==> src/rtl/core/rrip_set_dueling_selector_unit_defines.svh <==
// Assertion macros shared by the set-dueling selector RTL.
`ifndef RRIP_SET_DUELING_SELECTOR_UNIT_DEFINES_SVH
`define RRIP_SET_DUELING_SELECTOR_UNIT_DEFINES_SVH

// Clocked on clk and switched off while rst_n is low.
`define RSDSEL_ASSERT(lbl, prop, msg) \
  lbl: assert property (@(posedge clk) disable iff (!rst_n) prop) else $error(msg);

// Clocked on clk and also checked while reset is applied.
`define RSDSEL_ASSERT_RST(lbl, prop, msg) \
  lbl: assert property (@(posedge clk) prop) else $error(msg);

`endif

==> src/rtl/core/rsdsel_pkg.sv <==
// Types, codes and constants shared by the set-dueling selector modules.
package rsdsel_pkg;

  localparam int SET_INDEX_W = 16;
  localparam int MODE_W      = 2;
  localparam int KIND_W      = 2;
  localparam int THRESH_W    = 8;
  localparam int CNT_OUT_W   = 8;
  localparam int SET_FIELD_W = 5;
  localparam int CFG_ADDR_W  = 3;
  localparam int CFG_DATA_W  = 32;

  localparam int SELECTOR_BITS_DEF = 30;
  localparam int THROTTLE_BITS_DEF = 8;

  localparam logic [THRESH_W-1:0] THRESH_RESET = 8'd32;
  localparam logic [0:0]          REG_THRESH   = 1'b0;

  typedef enum logic [KIND_W-1:0] {
    KIND_SRRIP  = 2'd0,
    KIND_BRRIP  = 2'd1,
    KIND_FOLLOW = 2'd2
  } kind_t;

  typedef enum logic [MODE_W-1:0] {
    MODE_FILL = 2'd0,
    MODE_HIT  = 2'd1,
    MODE_REPL = 2'd2
  } mode_t;

  typedef struct packed {
    kind_t kind;
    logic  fill;
    logic  spill;
  } req_t;

endpackage

==> src/rtl/core/rrip_set_dueling_selector_unit.sv <==
// Top level of the DRRIP set-dueling selector: pipeline, config register and result.
// Usage:
// Requests arrive on the in_ channel (valid/ready) as a set index, a mode and a spill
// flag; each beat yields exactly one result beat on the out_ channel carrying the
// chosen insertion policy, the access throttle value and the set kind.
// A request is taken into an input register; from there the duel selector and throttle
// counters are updated and the result register is loaded once that register is free or
// draining, which raises out_valid.
// Throughput is one request per clock while the receiver does not stall; the state update
// sits between the input register and the result register.
// The throttle period lives in a single APB register at byte address 0; the user must write it
// only while no request is in flight (the block itself does not enforce this), and pready is always high.
// A synchronous active-low reset empties the pipeline, sets the selector to its
// midpoint, clears all throttle counters and sets the period to 32.
// When the receiver stalls, the result register holds its beat and one further
// request is taken into the input register; in_ready then drops until out_ready
// returns.
`include "rrip_set_dueling_selector_unit_defines.svh"
module rrip_set_dueling_selector_unit
  import rsdsel_pkg::*;
#(
  parameter int SELECTOR_BITS = SELECTOR_BITS_DEF,
  parameter int THROTTLE_BITS = THROTTLE_BITS_DEF
) (
  input  logic                   clk,
  input  logic                   rst_n,
  input  logic                   in_valid,
  output logic                   in_ready,
  input  logic [SET_INDEX_W-1:0] in_set_index,
  input  logic [MODE_W-1:0]      in_mode,
  input  logic                   in_spill,
  output logic                   out_valid,
  input  logic                   out_ready,
  output logic                   out_use_bimodal,
  output logic [CNT_OUT_W-1:0]   out_throttle_count,
  output logic [KIND_W-1:0]      out_set_kind,
  input  logic                   cfg_psel,
  input  logic                   cfg_penable,
  input  logic                   cfg_pwrite,
  input  logic [CFG_ADDR_W-1:0]  cfg_paddr,
  input  logic [CFG_DATA_W-1:0]  cfg_pwdata,
  output logic [CFG_DATA_W-1:0]  cfg_prdata,
  output logic                   cfg_pready
);

  req_t                     req_in;
  req_t                     s1_req_r;
  logic                     s1_v_r;
  logic                     s1_v_nxt;
  logic                     out_v_r;
  logic                     out_v_nxt;
  logic                     advance;
  logic                     in_acc;
  logic                     fire;
  logic [THRESH_W-1:0]      thresh_r;
  logic                     cfg_wr;
  logic                     samp_step;
  logic                     foll_step;
  logic [THROTTLE_BITS-1:0] samp_cnt_nxt;
  logic [THROTTLE_BITS-1:0] foll_cnt_nxt;
  logic [THROTTLE_BITS-1:0] acc_thr_r;
  logic [THROTTLE_BITS-1:0] acc_thr_nxt;
  logic                     follow_srrip;
  logic                     use_bim_nxt;
  logic                     use_bim_r;
  logic [CNT_OUT_W-1:0]     thr_out_r;
  kind_t                    kind_out_r;

  // Configuration port.
  assign cfg_pready = 1'b1;
  assign cfg_wr     = cfg_psel && cfg_penable && cfg_pwrite
                      && (cfg_paddr[2:2] == REG_THRESH);
  assign cfg_prdata = (cfg_paddr[2:2] == REG_THRESH) ? CFG_DATA_W'(thresh_r) : '0;

  always_ff @(posedge clk) begin
    if (!rst_n) begin
      thresh_r <= THRESH_RESET;
    end else if (cfg_wr) begin
      thresh_r <= cfg_pwdata[THRESH_W-1:0];
    end
  end

  // Input stage.
  rsdsel_classify u_classify (
    .set_index_i (in_set_index),
    .mode_i      (in_mode),
    .spill_i     (in_spill),
    .req_o       (req_in)
  );

  assign advance  = !out_v_r || out_ready;
  assign in_ready = !s1_v_r || advance;
  assign in_acc   = in_valid && in_ready;
  assign fire     = advance && s1_v_r;

  always_comb begin
    if (in_acc) begin
      s1_v_nxt = 1'b1;
    end else if (advance) begin
      s1_v_nxt = 1'b0;
    end else begin
      s1_v_nxt = s1_v_r;
    end
    out_v_nxt = advance ? s1_v_r : out_v_r;
  end

  always_ff @(posedge clk) begin
    if (!rst_n) begin
      s1_v_r  <= 1'b0;
      out_v_r <= 1'b0;
    end else begin
      s1_v_r  <= s1_v_nxt;
      out_v_r <= out_v_nxt;
    end
  end

  always_ff @(posedge clk) begin
    if (in_acc) begin
      s1_req_r <= req_in;
    end
  end

  // Update stage.
  assign samp_step = fire && s1_req_r.fill && (s1_req_r.kind == KIND_BRRIP);
  assign foll_step = fire && s1_req_r.fill && (s1_req_r.kind == KIND_FOLLOW);

  rsdsel_selector #(
    .SELECTOR_BITS (SELECTOR_BITS)
  ) u_selector (
    .clk            (clk),
    .rst_n          (rst_n),
    .up_i           (fire && s1_req_r.fill && (s1_req_r.kind == KIND_SRRIP)),
    .down_i         (samp_step),
    .follow_srrip_o (follow_srrip)
  );

  rsdsel_throttle #(
    .THROTTLE_BITS (THROTTLE_BITS)
  ) u_samp_thr (
    .clk       (clk),
    .rst_n     (rst_n),
    .step_i    (samp_step),
    .thresh_i  (thresh_r),
    .cnt_nxt_o (samp_cnt_nxt)
  );

  rsdsel_throttle #(
    .THROTTLE_BITS (THROTTLE_BITS)
  ) u_foll_thr (
    .clk       (clk),
    .rst_n     (rst_n),
    .step_i    (foll_step),
    .thresh_i  (thresh_r),
    .cnt_nxt_o (foll_cnt_nxt)
  );

  always_comb begin
    if (samp_step) begin
      acc_thr_nxt = samp_cnt_nxt;
    end else if (foll_step) begin
      acc_thr_nxt = foll_cnt_nxt;
    end else begin
      acc_thr_nxt = acc_thr_r;
    end
    use_bim_nxt = !(s1_req_r.spill || (s1_req_r.kind == KIND_SRRIP)
                    || ((s1_req_r.kind == KIND_FOLLOW) && follow_srrip));
  end

  always_ff @(posedge clk) begin
    if (!rst_n) begin
      acc_thr_r <= '0;
    end else begin
      acc_thr_r <= acc_thr_nxt;
    end
  end

  // Result register.
  always_ff @(posedge clk) begin
    if (fire) begin
      use_bim_r  <= use_bim_nxt;
      thr_out_r  <= CNT_OUT_W'(acc_thr_nxt);
      kind_out_r <= s1_req_r.kind;
    end
  end

  assign out_valid          = out_v_r;
  assign out_use_bimodal    = use_bim_r;
  assign out_throttle_count = thr_out_r;
  assign out_set_kind       = kind_out_r;

  `RSDSEL_ASSERT(s1_held_on_stall, (s1_v_r && out_v_r && !out_ready) |=> s1_v_r, "Queued beat lost during stall.")
  `RSDSEL_ASSERT(out_from_s1, $rose(out_v_r) |-> $past(s1_v_r), "Result beat appeared without a request.")
  `RSDSEL_ASSERT_RST(reset_empties, !rst_n |=> (!out_v_r && !s1_v_r), "Pipeline not empty after reset.")
  `RSDSEL_ASSERT(thr_samp_bound, $countones({samp_step, foll_step}) <= 1, "Two throttles stepped at once.")

endmodule

==> src/rtl/core/rsdsel_classify.sv <==
// Request decoder: set kind from the set index, fill flag and effective spill.
module rsdsel_classify
  import rsdsel_pkg::*;
(
  input  logic [SET_INDEX_W-1:0] set_index_i,
  input  logic [MODE_W-1:0]      mode_i,
  input  logic                   spill_i,
  output req_t                   req_o
);

  logic [SET_FIELD_W-1:0] lo;
  logic [SET_FIELD_W-1:0] hi;

  assign lo = set_index_i[SET_FIELD_W-1:0];
  assign hi = set_index_i[2*SET_FIELD_W-1:SET_FIELD_W];

  always_comb begin
    if (lo == hi) begin
      req_o.kind = KIND_SRRIP;
    end else if (lo == ~hi) begin
      req_o.kind = KIND_BRRIP;
    end else begin
      req_o.kind = KIND_FOLLOW;
    end
    case (mode_t'(mode_i))
      MODE_FILL: begin
        req_o.fill  = 1'b1;
        req_o.spill = spill_i;
      end
      MODE_HIT: begin
        req_o.fill  = 1'b0;
        req_o.spill = spill_i;
      end
      MODE_REPL: begin
        req_o.fill  = 1'b0;
        req_o.spill = 1'b0;
      end
      default: begin
        req_o.fill  = 1'b0;
        req_o.spill = 1'b0;
      end
    endcase
  end

endmodule

==> src/rtl/core/rsdsel_throttle.sv <==
// Bimodal throttle counter that wraps to zero at the programmed period.
module rsdsel_throttle
  import rsdsel_pkg::*;
#(
  parameter int THROTTLE_BITS = THROTTLE_BITS_DEF
) (
  input  logic                     clk,
  input  logic                     rst_n,
  input  logic                     step_i,
  input  logic [THRESH_W-1:0]      thresh_i,
  output logic [THROTTLE_BITS-1:0] cnt_nxt_o
);

  localparam int CMP_W = THRESH_W + 1;

  logic [THROTTLE_BITS-1:0] cnt_r;
  logic [THROTTLE_BITS-1:0] cnt_nxt;
  logic [CMP_W-1:0]         cnt_inc;

  assign cnt_inc = CMP_W'(cnt_r) + CMP_W'(1);

  always_comb begin
    cnt_nxt = cnt_r;
    if (step_i) begin
      if (cnt_inc < CMP_W'(thresh_i)) begin
        if (cnt_r != {THROTTLE_BITS{1'b1}}) begin
          cnt_nxt = cnt_r + THROTTLE_BITS'(1);
        end
      end else begin
        cnt_nxt = '0;
      end
    end
  end

  always_ff @(posedge clk) begin
    if (!rst_n) begin
      cnt_r <= '0;
    end else begin
      cnt_r <= cnt_nxt;
    end
  end

  assign cnt_nxt_o = cnt_nxt;

endmodule

==> src/rtl/core/rsdsel_selector.sv <==
// Saturating duel selector between the SRRIP and BRRIP sample sets.
`include "rrip_set_dueling_selector_unit_defines.svh"
module rsdsel_selector
  import rsdsel_pkg::*;
#(
  parameter int SELECTOR_BITS = SELECTOR_BITS_DEF
) (
  input  logic clk,
  input  logic rst_n,
  input  logic up_i,
  input  logic down_i,
  output logic follow_srrip_o
);

  localparam int SW = SELECTOR_BITS + 1;
  localparam logic [SW-1:0] SEL_MAX = {1'b1, {SELECTOR_BITS{1'b0}}};
  localparam logic [SW-1:0] SEL_MID = {2'b01, {(SELECTOR_BITS-1){1'b0}}};

  logic [SW-1:0] sel_r;
  logic [SW-1:0] sel_nxt;

  always_comb begin
    sel_nxt = sel_r;
    if (up_i && (sel_r < SEL_MAX)) begin
      sel_nxt = sel_r + SW'(1);
    end else if (down_i && (sel_r != '0)) begin
      sel_nxt = sel_r - SW'(1);
    end
  end

  always_ff @(posedge clk) begin
    if (!rst_n) begin
      sel_r <= SEL_MID;
    end else begin
      sel_r <= sel_nxt;
    end
  end

  assign follow_srrip_o = (sel_nxt <= SEL_MID);

  `RSDSEL_ASSERT(sel_in_range, sel_r <= SEL_MAX, "Selector beyond its saturation limit.")
  `RSDSEL_ASSERT(sel_hold, !(up_i || down_i) |=> $stable(sel_r), "Selector moved without a fill.")

endmodule
==> config.mk <==
export PLATFORM = sky130hd
export DESIGN_NAME = rrip_set_dueling_selector_unit
export DESIGN_NICKNAME = d
export VERILOG_FILES = /design/src/rtl/core/rsdsel_pkg.sv /design/src/rtl/core/rrip_set_dueling_selector_unit.sv /design/src/rtl/core/rsdsel_classify.sv /design/src/rtl/core/rsdsel_throttle.sv /design/src/rtl/core/rsdsel_selector.sv
export VERILOG_INCLUDE_DIRS = /design/src /design/src/rtl/core
export SDC_FILE = /design/constraint.sdc
export NUM_CORES = 1
export LEC_CHECK = 0
export BUFFER_PORTS_ARGS = -buffer_cell sky130_fd_sc_hd__buf_4
export CORE_MARGIN = 3
export CORE_UTILIZATION = 55
export DETAILED_ROUTE_END_ITERATION = 10
export PLACE_DENSITY_LB_ADDON = 0.08
export RECOVER_POWER = 100
export SETUP_SLACK_MARGIN = 0.1
export SLEW_MARGIN = 20
export SYNTH_ARGS = -nofsm -noshare
export SYNTH_HDL_FRONTEND = slang
export SYNTH_SLANG_ARGS = --single-unit
==> constraint.sdc <==
create_clock -name clk -period 3.59 [get_ports clk]
set_input_delay 0 -clock clk [delete_from_list [all_inputs] [get_ports clk]]
set_output_delay 0 -clock clk [all_outputs]
set_load 0.03 [all_outputs]
Word-level counts from Yosys, hierarchy flattened
Index checks and enable logic that the tools add are counted.
{"block": "word_totals", "register_bits": 80, "inputBits": 61, "output_inout_bits": 46}
{"block": "classes", "eq_ne": 7, "n_bitwise": 2, "muxes": 15, "reduce_logical": 23, "add_sub_neg": 6, "order_cmp": 4}
{"cell": "two-way mux 8 bit", "n": 9}
{"cell": "two-way mux 31 bit", "n": 2}
{"cell": "adder 31 x 1 -> 31 bit, second input constant", "n": 1}
{"cell": "<= comparator 31 x 30 -> 1 bit, second input constant", "n": 1}
{"cell": "less-than comparator 31 bit, second input constant", "n": 1}
{"cell": "nonzero test 31 bit", "n": 1}
{"cell": "subtractor 31 x 1 -> 31 bit, second input constant", "n": 1}
{"cell": "adder 8 x 1 -> 9 bit, second input constant", "n": 2}
{"cell": "less-than comparator 9 x 8 -> 1 bit", "n": 2}
{"cell": "adder 8 x 1 -> 8 bit, second input constant", "n": 2}
{"cell": "inequality test 8 bit, second input constant", "n": 2}
{"cell": "logical AND 1 bit", "n": 12}
{"cell": "equality test 5 bit", "n": 2}
{"cell": "inverter 5 bit", "n": 1}
{"cell": "equality test 2 x 1 -> 1 bit, second input constant", "n": 2}
{"cell": "zero test 2 bit", "n": 2}
{"cell": "logical OR 1 bit", "n": 4}
{"cell": "case mux 2 bit (2 select lines)", "n": 1}
{"cell": "zero test 1 bit", "n": 3}
{"cell": "equality test 2 bit, second input constant", "n": 1}
{"cell": "two-way mux 1 bit", "n": 2}
{"cell": "two-way mux 2 bit", "n": 1}
{"cell": "nonzero test 2 bit", "n": 1}
{"cell": "inverter 1 bit", "n": 1}

Longest topological paths before layout
Gate-level depths: netlist of the first run.
{"block": "logic_depth", "ltp_word": 12, "mapped_depth": 12, "ltp_nobuf": 11}

Modules after synthesis
From an unflattened synthesis of the first run, not the netlist that was laid out.
{"block": "unflattened", "hier_cells": 657, "area_unflattened_um2": 5472.7}
{"mod": "rsdsel_selector", "cells_each": 287, "n_inst": 1, "area_per_inst_um2": 2224.6, "seq_area_each_um2": 620.6}
{"mod": "rrip_set_dueling_selector_unit", "cells_each": 167, "n_inst": 1, "area_per_inst_um2": 1651.6, "seq_area_each_um2": 810.8}
{"mod": "rsdsel_throttle", "cells_each": 96, "n_inst": 2, "area_per_inst_um2": 754.5, "seq_area_each_um2": 160.2}
{"mod": "rsdsel_classify", "cells_each": 11, "n_inst": 1, "area_per_inst_um2": 87.6, "seq_area_each_um2": 0.0}

Least setup slack after synthesis of the first run
OpenSTA, ideal clock, no wires.
{"block": "synth_path", "path_type": "register to register", "startpoint": "register s1_req_r[3] (netlist name)", "endpoint": "register use_bim_r, in the netlist out_use_bimodal, data pin", "t_arrival_ns": 2.975, "setup_slack_ns": 0.346, "stages_incl_launch_ff": 11, "path_buffers": 1, "path_cell_list": "edfxtp_1 -> or3_1 -> or3_1 -> clkbuf_1 -> or4_1 -> o21ai_1 -> o21ai_2 -> xnor2_1 -> or4_1 -> nor4_1 -> a31oi_1"}
{"block": "synth_between", "elab_chain_cells": 9}
{"item": "start: declaration", "line_no": "rrip_set_dueling_selector_unit.sv:47", "rtl": "req_t s1_req_r;"}
{"item": "start signal: assignment", "line_no": "rrip_set_dueling_selector_unit.sv:119", "rtl": "s1_req_r <= req_in;"}
{"item": "equality test 2 x 1 -> 1 bit", "line_no": "rrip_set_dueling_selector_unit.sv:124", "rtl": "assign samp_step = fire && s1_req_r.fill && (s1_req_r.kind == KIND_BRRIP);"}
{"item": "logical AND 1 bit", "line_no": "rrip_set_dueling_selector_unit.sv:124"}
{"item": "logical AND 1 bit", "line_no": "rsdsel_selector.sv:26", "rtl": "end else if (down_i && (sel_r != '0)) begin"}
{"item": "two-way mux 31 bit", "line_no": "rsdsel_selector.sv:26"}
{"item": "two-way mux 31 bit", "line_no": "rsdsel_selector.sv:24", "rtl": "if (up_i && (sel_r < SEL_MAX)) begin"}
{"item": "<= comparator 31 x 30 -> 1 bit", "line_no": "rsdsel_selector.sv:39", "rtl": "assign follow_srrip_o = (sel_nxt <= SEL_MID);"}
{"item": "logical AND 1 bit", "line_no": "rrip_set_dueling_selector_unit.sv:166", "rtl": "|| ((s1_req_r.kind == KIND_FOLLOW) && follow_srrip));"}
{"item": "logical OR 1 bit *", "line_no": "rrip_set_dueling_selector_unit.sv:166"}
{"item": "zero test 1 bit *", "line_no": "rrip_set_dueling_selector_unit.sv:165", "rtl": "use_bim_nxt = !(s1_req_r.spill || (s1_req_r.kind == KIND_SRRIP)"}
{"item": "via use_bim_nxt", "line_no": "rrip_set_dueling_selector_unit.sv:64", "rtl": "logic use_bim_nxt;"}
{"item": "end signal: assignment", "line_no": "rrip_set_dueling_selector_unit.sv:180", "rtl": "use_bim_r <= use_bim_nxt;"}
{"item": "end: declaration", "line_no": "rrip_set_dueling_selector_unit.sv:65", "rtl": "logic use_bim_r;"}
The timed path passes the listed nets; every way through them passes the cells marked *.
A chain may end at the register's enable or synchronous reset.

Final worst setup path of the first run
Same ends and word-level chain as after synthesis.

==> results.yml, run 1 <==
outcome:
  status: "finished, final reports clean"
worst_hold_path:
  whs_path_depth: 3
  hp-start: "in_set_index[3]"
  hold_class: "input pin to flip-flop"
  min_to: "s1_req_r[3]$_SDFFCE_PN0P_"
place:
  io_buffers: 49
  placed_cell_area_sq_um: 5320
  gp_congestion: 0.960
  dpl.hpwl_um: 9760
  place_ws_ns: 0.0740
timing:
  fin_ws_ns: 0.219
  max_freq_mhz: 297
  tightest_slew_ns: 1.25
  finClkSkew_ns: 0.0104
  finalHoldWorstSlack_ns: 0.0348
  layout_worst_path_cycle_share: 0.939
  drv_slew: 0
  setup_viol: 0
  slew_headroom: 0.164
  hold_viol: 0
  grt_setup_unrepaired: "false"
  min_period_ns: 3.37
  setup_tns_ns: 0
drt:
  routed_wl_um: 13200
  routed_via_density: 5.87
  num_vias: 4522
  first_pass_iters: 5
  avgRoutedWirePerCell_um: 17.1
  postRouteAntennaNets: 0
  drc_errors: 0
  first_iter_violations: 270
yosys:
  syn_avg_cell_area_sq_um: 8.25
  yosys-mux-area-fraction: 0
  async_reset_ff_frac: 0
  synthAdderAreaFrac: 0.0490
  synthCells: 588
  ys_seq_area_frac: 0.361
  netlist_area_sq_um: 4850
  ys_types: 69
  ys_seq_elements: 80
  synth_edf_count: 15
  synth_xor_area_frac: 0.0813
  synthTopCellsByArea: "dfxtp_1 27%, edfxtp_1 9.3%, nand2_1 5.2%"
  synth-compound-area-share: 0.139
  synth_top_family_by_area: "simple AND/OR/NAND/NOR gates"
  synth_ff_type: "dfxtp_1"
  synth_top_area_cell: "dfxtp_1"
  synthSimpleGateAreaFrac: 0.297
  synth_top_area_frac: 0.268
  yosys_warnings: 0
floorplanning:
  io_pins: 107
  coreArea_sq_um: 8380
  dieHeight_um: 99.9
  dieWidth_um: 99.9
  start_util: 0.578
  rows: 33
  die_area_sq_um: 9980
grt:
  grt.total_usage: 0.270
  grt_pass1_wl_um: 21600
  globalRouteOverflowTotal: 0
  first_global_vias: 4227
  grt_max_degree: 29
  antenna_found_initial: 1
layout:
  diodes: 0
  layout_common_cells: "68 x nand2_1, 64 x dfxtp_1, 48 x nor2_1"
  seq_area_sq_um: 1750
  nNetsFinal: 740
  drive_gt1_frac: 0.131
  layout_commonest_cell: "nand2_1"
  multi_input_area_sq_um: 2890
  syn_to_final_growth_pct: 16.1
  post-route-util: 0.672
  final_area_sq_um: 5630
  fillCellCount: 720
setup_path:
  crit_required_ns: 3.69
  reg2reg_from: "s1_req_r[3]$_SDFFCE_PN0P_"
  r2r_cells: 9
  slowest_delay_ns: 0.57
  r2r-end: "out_use_bimodal$_DFFE_PN_"
  start_kind: "flip-flop"
  cp_max_fo: 4
  path_class: "flip-flop to flip-flop"
  crit_path_end_kind: "flip-flop"
  cp_slowest_cell: "or4_4"
  reg2reg_slack_ns: 0.22
  path_cells: "or3_1 > or3_4 > or4_4 > buf_4 > o32ai_1 > xor2_1 > or4_4 > nor4_4 > a31oi_1"
  worstPathArrival_ns: 3.47
  crit_top_cell: "or4_4"
pwr:
  p_comb_frac: 0.148
  powerDensity_nw_per_um2: 347
  internal_power_mw: 1.38
  pwr-share-clk: 0.368
  seqPwrFrac: 0.484
  p_sw_mw: 0.579
  p_sw_frac: 0.296
  vdd.ir_drop.worst_uv: 204
  leakage_nw: 2.29
clock_network:
  clkSinkCount: 80
  clockRootBuffer: "clkbuf_8"
  path_clk_slew_ns: 0.09
  cts.path.max_buffers: 2
  cts_buffers: 9
  clk_latency_ns: 0.36
  h-tree-depth: 3
  cts_tree: "yes"
flow_run:
  maxCapViolations: 0
area by class of cell:
cell class / count / share of cell area
multi-input cells: 467 / 0.513
flip-flops and latches: 80 / 0.311
repair buffers: 90 / 0.107
clock buffers: 9 / 0.0220
well taps: 105 / 0.0233
inverters: 12 / 0.00800
clock inverters: 7 / 0.0153
synthesized netlist by cell type (3+ instances only):
master / count
o21a_1: 8
nand4_1: 11
a22oi_1: 3
nor2_1: 48
or3_1: 8
or4_1: 8
xnor2_1: 24
clkbuf_1: 20
buf_2: 5
nor4_1: 13
nand3b_1: 3
nand2_1: 67
nand3_1: 27
xor2_1: 21
o31ai_1: 5
inv_1: 12
o21ai_0: 15
edfxtp_1: 15
nand2b_1: 6
and3_1: 13
ha_1: 19
nor3_1: 19
a31oi_1: 6
and2_1: 24
a21oi_1: 36
nand4b_1: 5
buf_4: 25
dfxtp_1: 65
nor2b_1: 4
logic make-up after synthesis:
family	after synthesis
DFF	80
and+or+nand+nor	274
other	2
adders and majority gates	19
AOI/OAI and AO/OA	104
xor gates and xnor gates	45
buffers and inverters	64
routing by layer:
| metal | part of all wire | wire length (um) | up-vias | GRT usage |
|---|---|---|---|---|
| met2 | 0.43 | 5720 | 190 | 0.413 |
| li1 | - | - | 2189 | - |
| met1 | 0.47 | 6240 | 2127 | 0.407 |
| met4 | 0.012 | 153 | 2 | 0.0662 |
| met5 | 0.00099 | 13 | - | 0 |
| met3 | 0.080 | 1060 | 14 | 0.0327 |
state kept, by name, summed over array words and instances (netlist names):
name,cells
u_selector.sel_r,31
acc_thr_r,8
out_throttle_count,8
thresh_r,8
u_foll_thr.cnt_r,8
u_samp_thr.cnt_r,8
s1_req_r,4
out_set_kind,2
out_use_bimodal,1
out_valid,1
s1_v_r,1
per-stage QoR:
step / std cells / power (mW)
finish: 770 / 1.96
global route: 770 / 2.02
CTS: 767 / 1.96
detailed placement: 737 / 1.24
global placement: 737 / 1.24
floorplan: 611 / 1.18
power by group through the flow:
stage | logic [mW] | clock network, mW | registers, mW
5_1_grt | 0.312 | 0.760 | 0.950
3_3_place_gp | 0.271 | 0 | 0.967
3_5_place_dp | 0.273 | 0 | 0.968
6_report | 0.289 | 0.719 | 0.947
4_1_cts | 0.288 | 0.721 | 0.947
2_1_floorplan | 0.201 | 0 | 0.977
what timing repair did:
action                                  4_1_cts  5_1_grt
pin swaps                                     0        2
endpoints found under the setup margin        1        1
resized for setup                             1       11
buffers inserted                              0        3
hold buffers                                 14        0
endpoints found under the hold margin        12        0
worst max path at each step:
| stage | end | slack [ns] | depth (start not counted) | startpoint |
|---|---|---|---|---|
| after global routing | out_use_bimodal$_DFFE_PN_ | 0.06 | 10 | u_selector.sel_r[5]$_SDFF_PN0_ |
| after detailed placement | out_use_bimodal$_DFFE_PN_ | 0.07 | 11 | u_selector.sel_r[0]$_SDFF_PN0_ |
| final | out_use_bimodal$_DFFE_PN_ | 0.22 | 9 | s1_req_r[3]$_SDFFCE_PN0P_ |
| after global placement | out_use_bimodal$_DFFE_PN_ | 0.11 | 11 | u_selector.sel_r[0]$_SDFF_PN0_ |
| after CTS | out_use_bimodal$_DFFE_PN_ | 0.11 | 11 | u_selector.sel_r[0]$_SDFF_PN0_ |
| after floorplan | out_use_bimodal$_DFFE_PN_ | 0.35 | 10 | s1_req_r[3]$_SDFFCE_PN0P_ |
worst max-delay path: cells and delay by family, from the launching register on:
| kind | cells | cell delay (ns) |
|---|---|---|
| compound gates | 2 | 0.25 |
| simple gates | 5 | 2.17 |
| xor+xnor | 1 | 0.13 |
| flops | 1 | 0.41 |
| buf+inv | 1 | 0.17 |
(Power assumes the default switching activity.)
==> inputs of run 2 (changes only) <==
--- a/config.mk
+++ b/config.mk
@@ -8,7 +8,7 @@
 export LEC_CHECK = 0
 export BUFFER_PORTS_ARGS = -buffer_cell sky130_fd_sc_hd__buf_4
 export CORE_MARGIN = 3
-export CORE_UTILIZATION = 55
+export CORE_UTILIZATION = 40
 export DETAILED_ROUTE_END_ITERATION = 10
 export PLACE_DENSITY_LB_ADDON = 0.08
 export RECOVER_POWER = 100
==> constraint.sdc (replaced) <==
create_clock -name clk -period 3.4 [get_ports clk]
set_input_delay 0 -clock clk [delete_from_list [all_inputs] [get_ports clk]]
set_output_delay 0 -clock clk [all_outputs]
set_load 0.03 [all_outputs]
==> results.yml, run 2 (same netlist as run 1, synthesis figures left out) <==
outcome:
  status: "finished, final reports clean"
layout:
  drive_gt1_frac: 0.165
  multi_input_area_sq_um: 2940
  fillCellCount: 1153
  layout_common_cells: "68 x nand2_1, 65 x dfxtp_1, 61 x buf_4"
  nNetsFinal: 758
  layout_commonest_cell: "nand2_1"
  final_area_sq_um: 5950
  largest_register_ffs: 31
  syn_to_final_growth_pct: 22.8
  seq_area_sq_um: 1750
  diodes: 0
  top_register: "u_selector.sel_r"
timing:
  hold_viol: 0
  slew_headroom: 0.157
  setup_viol: 0
  min_period_ns: 3.21
  tightest_slew_ns: 1.26
  grt_setup_unrepaired: "false"
  finClkSkew_ns: 0.00800
  drv_slew: 0
  max_freq_mhz: 311
  layout_worst_path_cycle_share: 0.945
  finalHoldWorstSlack_ns: 0.0415
pwr:
  p_comb_frac: 0.141
  powerDensity_nw_per_um2: 386
  leakage_nw: 2.45
  internal_power_mw: 1.69
  seqPwrFrac: 0.436
  p_sw_frac: 0.265
  vdd.ir_drop.worst_uv: 238
  p_sw_mw: 0.608
  pwr-share-clk: 0.424
place:
  dpl.hpwl_um: 10100
  placed_cell_area_sq_um: 5520
  io_buffers: 49
  gp_congestion: 0.901
setup_path:
  start_kind: "flip-flop"
  crit_path_end_kind: "flip-flop"
  cp_slowest_cell: "or4_4"
  crit_required_ns: 3.48
  crit_top_cell: "or3_4"
  path_cells: "or3_4 > or3_4 > or4_4 > o21ai_0 > o21ai_2 > xnor2_1 > or4_1 > nor4_2 > a31oi_1"
  worstPathArrival_ns: 3.30
  reg2reg_from: "s1_req_r[3]$_SDFFCE_PN0P_"
  slowest_delay_ns: 0.56
  cp_max_fo: 4
  path_class: "flip-flop to flip-flop"
  startpoint: "s1_req_r[3]$_SDFFCE_PN0P_"
grt:
  grtUsageMet1: 0.312
  first_global_vias: 4286
  antenna_found_initial: 0
  grt_pass1_wl_um: 22000
  grt_max_degree: 31
  busiest_layer: "met1"
  grtUsageMet2: 0.306
  use_met3: 0.0352
  globalRouteOverflowTotal: 0
  grt.total_usage: 0.211
drt:
  first_iter_violations: 333
  postRouteAntennaNets: 0
  avgRoutedWirePerCell_um: 16.3
  routed_wl_um: 13500
  drc_errors: 0
  first_pass_iters: 5
  routed_via_density: 5.44
  num_vias: 4497
flow_run:
  maxCapViolations: 0
clock_network:
  clockRootBuffer: "clkbuf_16"
  clk_latency_ns: 0.34
  post_cts_buffers: 0
  cts.path.max_buffers: 2
  h-tree-depth: 3
  path_clk_slew_ns: 0.06
  clkSinkCount: 80
  cts_tree: "yes"
  cts_buffers: 9
floorplanning:
  io_pins: 107
  dieHeight_um: 116
  dieWidth_um: 116
  coreArea_sq_um: 11600
  start_util: 0.417
  die_area_sq_um: 13500
  rows: 39
worst_hold_path:
  hold_class: "input pin to flip-flop"
  hp-start: "in_set_index[3]"
## run 2: cell count changes in the layout (fill, tap and decap cells not counted), sizes merged
cell and change:
clkinv +2, clkbuf +2, inv -3, buf +17
## run 2: metal layers
layer	vias to the layer above	part of all wire
li1	2223	-
met4	0	0.020
met2	164	0.42
met5	-	0
met3	16	0.064
met1	2094	0.50
## run 2: power by group through the flow
| stage | registers, mW | clock network, mW | logic, mW |
|---|---|---|---|
| detailed placement | 1.02 | 0 | 0.307 |
| global placement | 1.02 | 0 | 0.307 |
| CTS | 1.00 | 1.00 | 0.324 |
| floorplan | 1.03 | 0 | 0.212 |
| finish | 1.00 | 0.972 | 0.323 |
| global route | 1.00 | 1.04 | 0.353 |
## run 2: path summary, 6_finish.rpt
kind | end | slack, ns | depth (start not counted)
setup / recovery | out_use_bimodal$_DFFE_PN_ | 0.19 | 9
hold / removal | s1_req_r[3]$_SDFFCE_PN0P_ | 0.04 | 3
setup reg to reg | out_use_bimodal$_DFFE_PN_ | 0.19 | 9
hold reg to reg | thresh_r[7]$_SDFFE_PN0P_ | 0.46 | 2
## run 2: through the flow
| stage | power (mW) | util | TNS [ns] | instances | setup WS, ns |
|---|---|---|---|---|---|
| 4_1_cts | 2.33 | 0.516 | 0 | 826 | 0.112 |
| 3_5_place_dp | 1.33 | 0.476 | -0.0402 | 796 | -0.0402 |
| 5_1_grt | 2.39 | 0.512 | 0 | 826 | 0.0653 |
| 3_3_place_gp | 1.33 | 0.476 | -0.0310 | 796 | -0.0310 |
| 2_1_floorplan | 1.24 | - | 0 | 611 | 0.156 |
| 6_report | 2.30 | 0.512 | 0 | 826 | 0.186 |
## run 2: area by class of cell
type / count / area share
Sequential cell: 80 / 0.294
Multi-Input combinational cell: 467 / 0.494
Clock inverter: 6 / 0.0116
Clock buffer: 10 / 0.0385
Inverter: 12 / 0.00757
Timing Repair Buffer: 108 / 0.124
Tap cell: 143 / 0.0301
## run 2: worst max-delay path: cells and delay by family (launching register included)
| family | cells | cell delay (ns) |
|---|---|---|
| XOR/XNOR | 1 | 0.16 |
| flip-flops | 1 | 0.39 |
| AO/OA/AOI/OAI | 3 | 0.43 |
| AND/OR/NAND/NOR | 5 | 2.00 |
## run 2: repair_timing
action,4_1_cts,5_1_grt
gates resized for setup,7,20
endpoints found under the hold margin,12,0
hold buffers,14,0
pin swaps,1,6
setup endpoints to repair,1,1
==> inputs of run 3 (changes only) <==
--- a/config.mk
+++ b/config.mk
@@ -6,9 +6,11 @@
 export SDC_FILE = /design/constraint.sdc
 export NUM_CORES = 1
 export LEC_CHECK = 0
+export ABC_AREA = 1
 export BUFFER_PORTS_ARGS = -buffer_cell sky130_fd_sc_hd__buf_4
 export CORE_MARGIN = 3
 export CORE_UTILIZATION = 40
+export CTS_BUF_LIST = sky130_fd_sc_hd__clkbuf_4 sky130_fd_sc_hd__clkbuf_8
 export DETAILED_ROUTE_END_ITERATION = 10
 export PLACE_DENSITY_LB_ADDON = 0.08
 export RECOVER_POWER = 100
==> results.yml, run 3 <==
setup_path:
  crit_path_end_kind: "flip-flop"
  worstPathArrival_ns: 3.23
  start_kind: "flip-flop"
  reg2reg_slack_ns: 0.30
  cp_max_fo: 13
  startpoint: "u_selector.sel_r[0]$_SDFF_PN0_"
  r2r_cells: 18
  reg2reg_from: "u_selector.sel_r[0]$_SDFF_PN0_"
  r2r-end: "out_use_bimodal$_DFFE_PN_"
  crit_end: "out_use_bimodal$_DFFE_PN_"
  path_class: "flip-flop to flip-flop"
  crit_required_ns: 3.53
yosys:
  synthTopCellsByArea: "dfxtp_1 22%, nand2_1 19%, nor2_1 9.3%"
  synth_xor_area_frac: 0.0367
  syn_avg_cell_area_sq_um: 6.33
  yosys-top-cells-count: "294 x nand2_1, 147 x nor2_1, 85 x inv_1"
  synthCells: 941
  synthAdderAreaFrac: 0.0399
  synth_edf_count: 15
  yosysMostFrequentCell: "nand2_1"
  synth_ff_type: "dfxtp_1"
  yosys_warnings: 0
  ys_seq_elements: 80
  synth-compound-area-share: 0.0947
  ys_seq_area_frac: 0.294
  synthSimpleGateAreaFrac: 0.411
  async_reset_ff_frac: 0
  yosys-mux-area-fraction: 0.00168
  synth_top_area_frac: 0.218
  synth_top_area_cell: "dfxtp_1"
  netlist_area_sq_um: 5960
  synth_top_family_by_area: "simple AND/OR/NAND/NOR gates"
  ys_types: 45
timing:
  tightest_slew_ns: 0.793
  min_period_ns: 3.10
  max_freq_mhz: 322
  slew_headroom: 0.470
  grt_setup_unrepaired: "false"
  layout_worst_path_cycle_share: 0.913
  finalHoldWorstSlack_ns: 0.0390
  hold_viol: 0
  setup_tns_ns: 0
  drv_slew: 0
  setup_viol: 0
  finClkSkew_ns: 0.00909
place:
  io_buffers: 49
  place_inst: 1150
  dpl.hpwl_um: 12800
  gp_congestion: 0.923
drt:
  first_iter_violations: 481
  num_vias: 5878
  first_pass_iters: 6
  postRouteAntennaNets: 0
  routed_wl_um: 16900
  drc_errors: 0
  routed_via_density: 4.95
  avgRoutedWirePerCell_um: 14.2
clock_network:
  cts.path.max_buffers: 2
  clkSinkCount: 80
  clk_latency_ns: 0.37
  path_clk_slew_ns: 0.09
  post_cts_buffers: 0
  h-tree-depth: 3
  clockRootBuffer: "clkbuf_8"
  cts_tree: "yes"
  cts_buffers: 9
layout:
  multi_input_area_sq_um: 3540
  post-route-util: 0.474
  stdcell_count: 1188
  layout_common_cells: "298 x nand2_1, 149 x nor2_1, 85 x inv_1"
  seq_area_sq_um: 1750
  fillCellCount: 1581
  nNetsFinal: 1084
  syn_to_final_growth_pct: 12.9
  top_register: "u_selector.sel_r"
  drive_gt1_frac: 0.0863
  diodes: 0
  layout_commonest_cell: "nand2_1"
  largest_register_ffs: 31
pwr:
  p_total_mw: 2.21
  powerDensity_nw_per_um2: 328
  vdd.ir_drop.worst_uv: 194
  leakage_nw: 3.25
floorplanning:
  rows: 43
  die_area_sq_um: 16400
  dieWidth_um: 128
  start_util: 0.420
  io_pins: 107
  coreArea_sq_um: 14200
  dieHeight_um: 128
grt:
  grt_max_degree: 42
  grt.total_usage: 0.212
  globalRouteOverflowTotal: 0
  first_global_vias: 5339
  grt_pass1_wl_um: 27600
  antenna_found_initial: 0
outcome:
  status: "finished, final reports clean"
worst_hold_path:
  hold_class: "input pin to flip-flop"
flow_run:
  maxCapViolations: 0
[run 3: cells by family after synthesis]
logic type               after synthesis
AND/OR/NAND/NOR                      565
buffers and inverters                151
flip-flops                            80
XOR/XNOR                              25
adder cells (fa/ha/maj)               19
other                                  2
AO/OA/AOI/OAI                         98
multiplexers                           1
[run 3: through the flow]
stage               setup WS [ns]  area [sq um]
detailed placement          0.622          6380
CTS                         0.568          6850
finish                      0.297          6730
floorplan                    1.02          6050
global placement            0.590          6380
global route                0.136          6730
[run 3: critical path, cell delays in order (launching register included)]
cell     delay, ns
dfxtp_1       0.34
inv_1         0.12
ha_1          0.19
inv_1         0.04
nor2_1        0.14
nand2_1       0.09
nor2_2        0.11
nand2_1       0.20
nand2_2       0.12
nand2_1       0.37
nand2_1       0.20
xor2_1        0.19
nand2_1       0.09
nor2_1        0.29
nand2_1       0.09
nor2_1        0.11
nand2_1       0.05
nand2_1       0.07
a21oi_1       0.06
[run 3: worst min-delay path by stage]
stage	cells past startpoint	startpoint	slack [ns]	endpoint
after floorplan	1	rst_n	0.1	thresh_r[5]$_SDFFE_PN1P_
after global placement	3	cfg_pwdata[5]	0.22	thresh_r[5]$_SDFFE_PN1P_
after detailed placement	3	cfg_pwdata[5]	0.23	thresh_r[5]$_SDFFE_PN1P_
after CTS	4	in_set_index[1]	0.02	s1_req_r[2]$_SDFFCE_PN0P_
after global routing	4	in_set_index[4]	0.05	s1_req_r[2]$_SDFFCE_PN0P_
final	4	in_set_index[1]	0.04	s1_req_r[2]$_SDFFCE_PN0P_
[run 3: where the power goes]
group	total (mW)	switching, mW	internal, mW
Combinational	0.334	0.223	0.110
Sequential	0.998	0.0139	0.984
Clock	0.876	0.386	0.490
Total	2.21	0.623	1.58
[run 3: per-layer routing]
metal	up-vias	track usage	part of all wire
met5	-	0	0
met4	0	0.0524	0.011
met3	14	0.0283	0.070
met2	186	0.306	0.40
met1	2600	0.332	0.52
li1	3078	-	-
[run 3: cell type report]
class,count,share of cell area
inverters,101,0.0584
clock inverters,6,0.0173
flip-flops and latches,80,0.260
repair buffers,79,0.0863
multi-input cells,733,0.526
well taps,180,0.0335
clock buffers,9,0.0184
[run 3: what timing repair did]
item                      4_1_cts  5_1_grt
gates resized for setup         0        0
hold buffers                   23        0
hold endpoints to repair       12        0
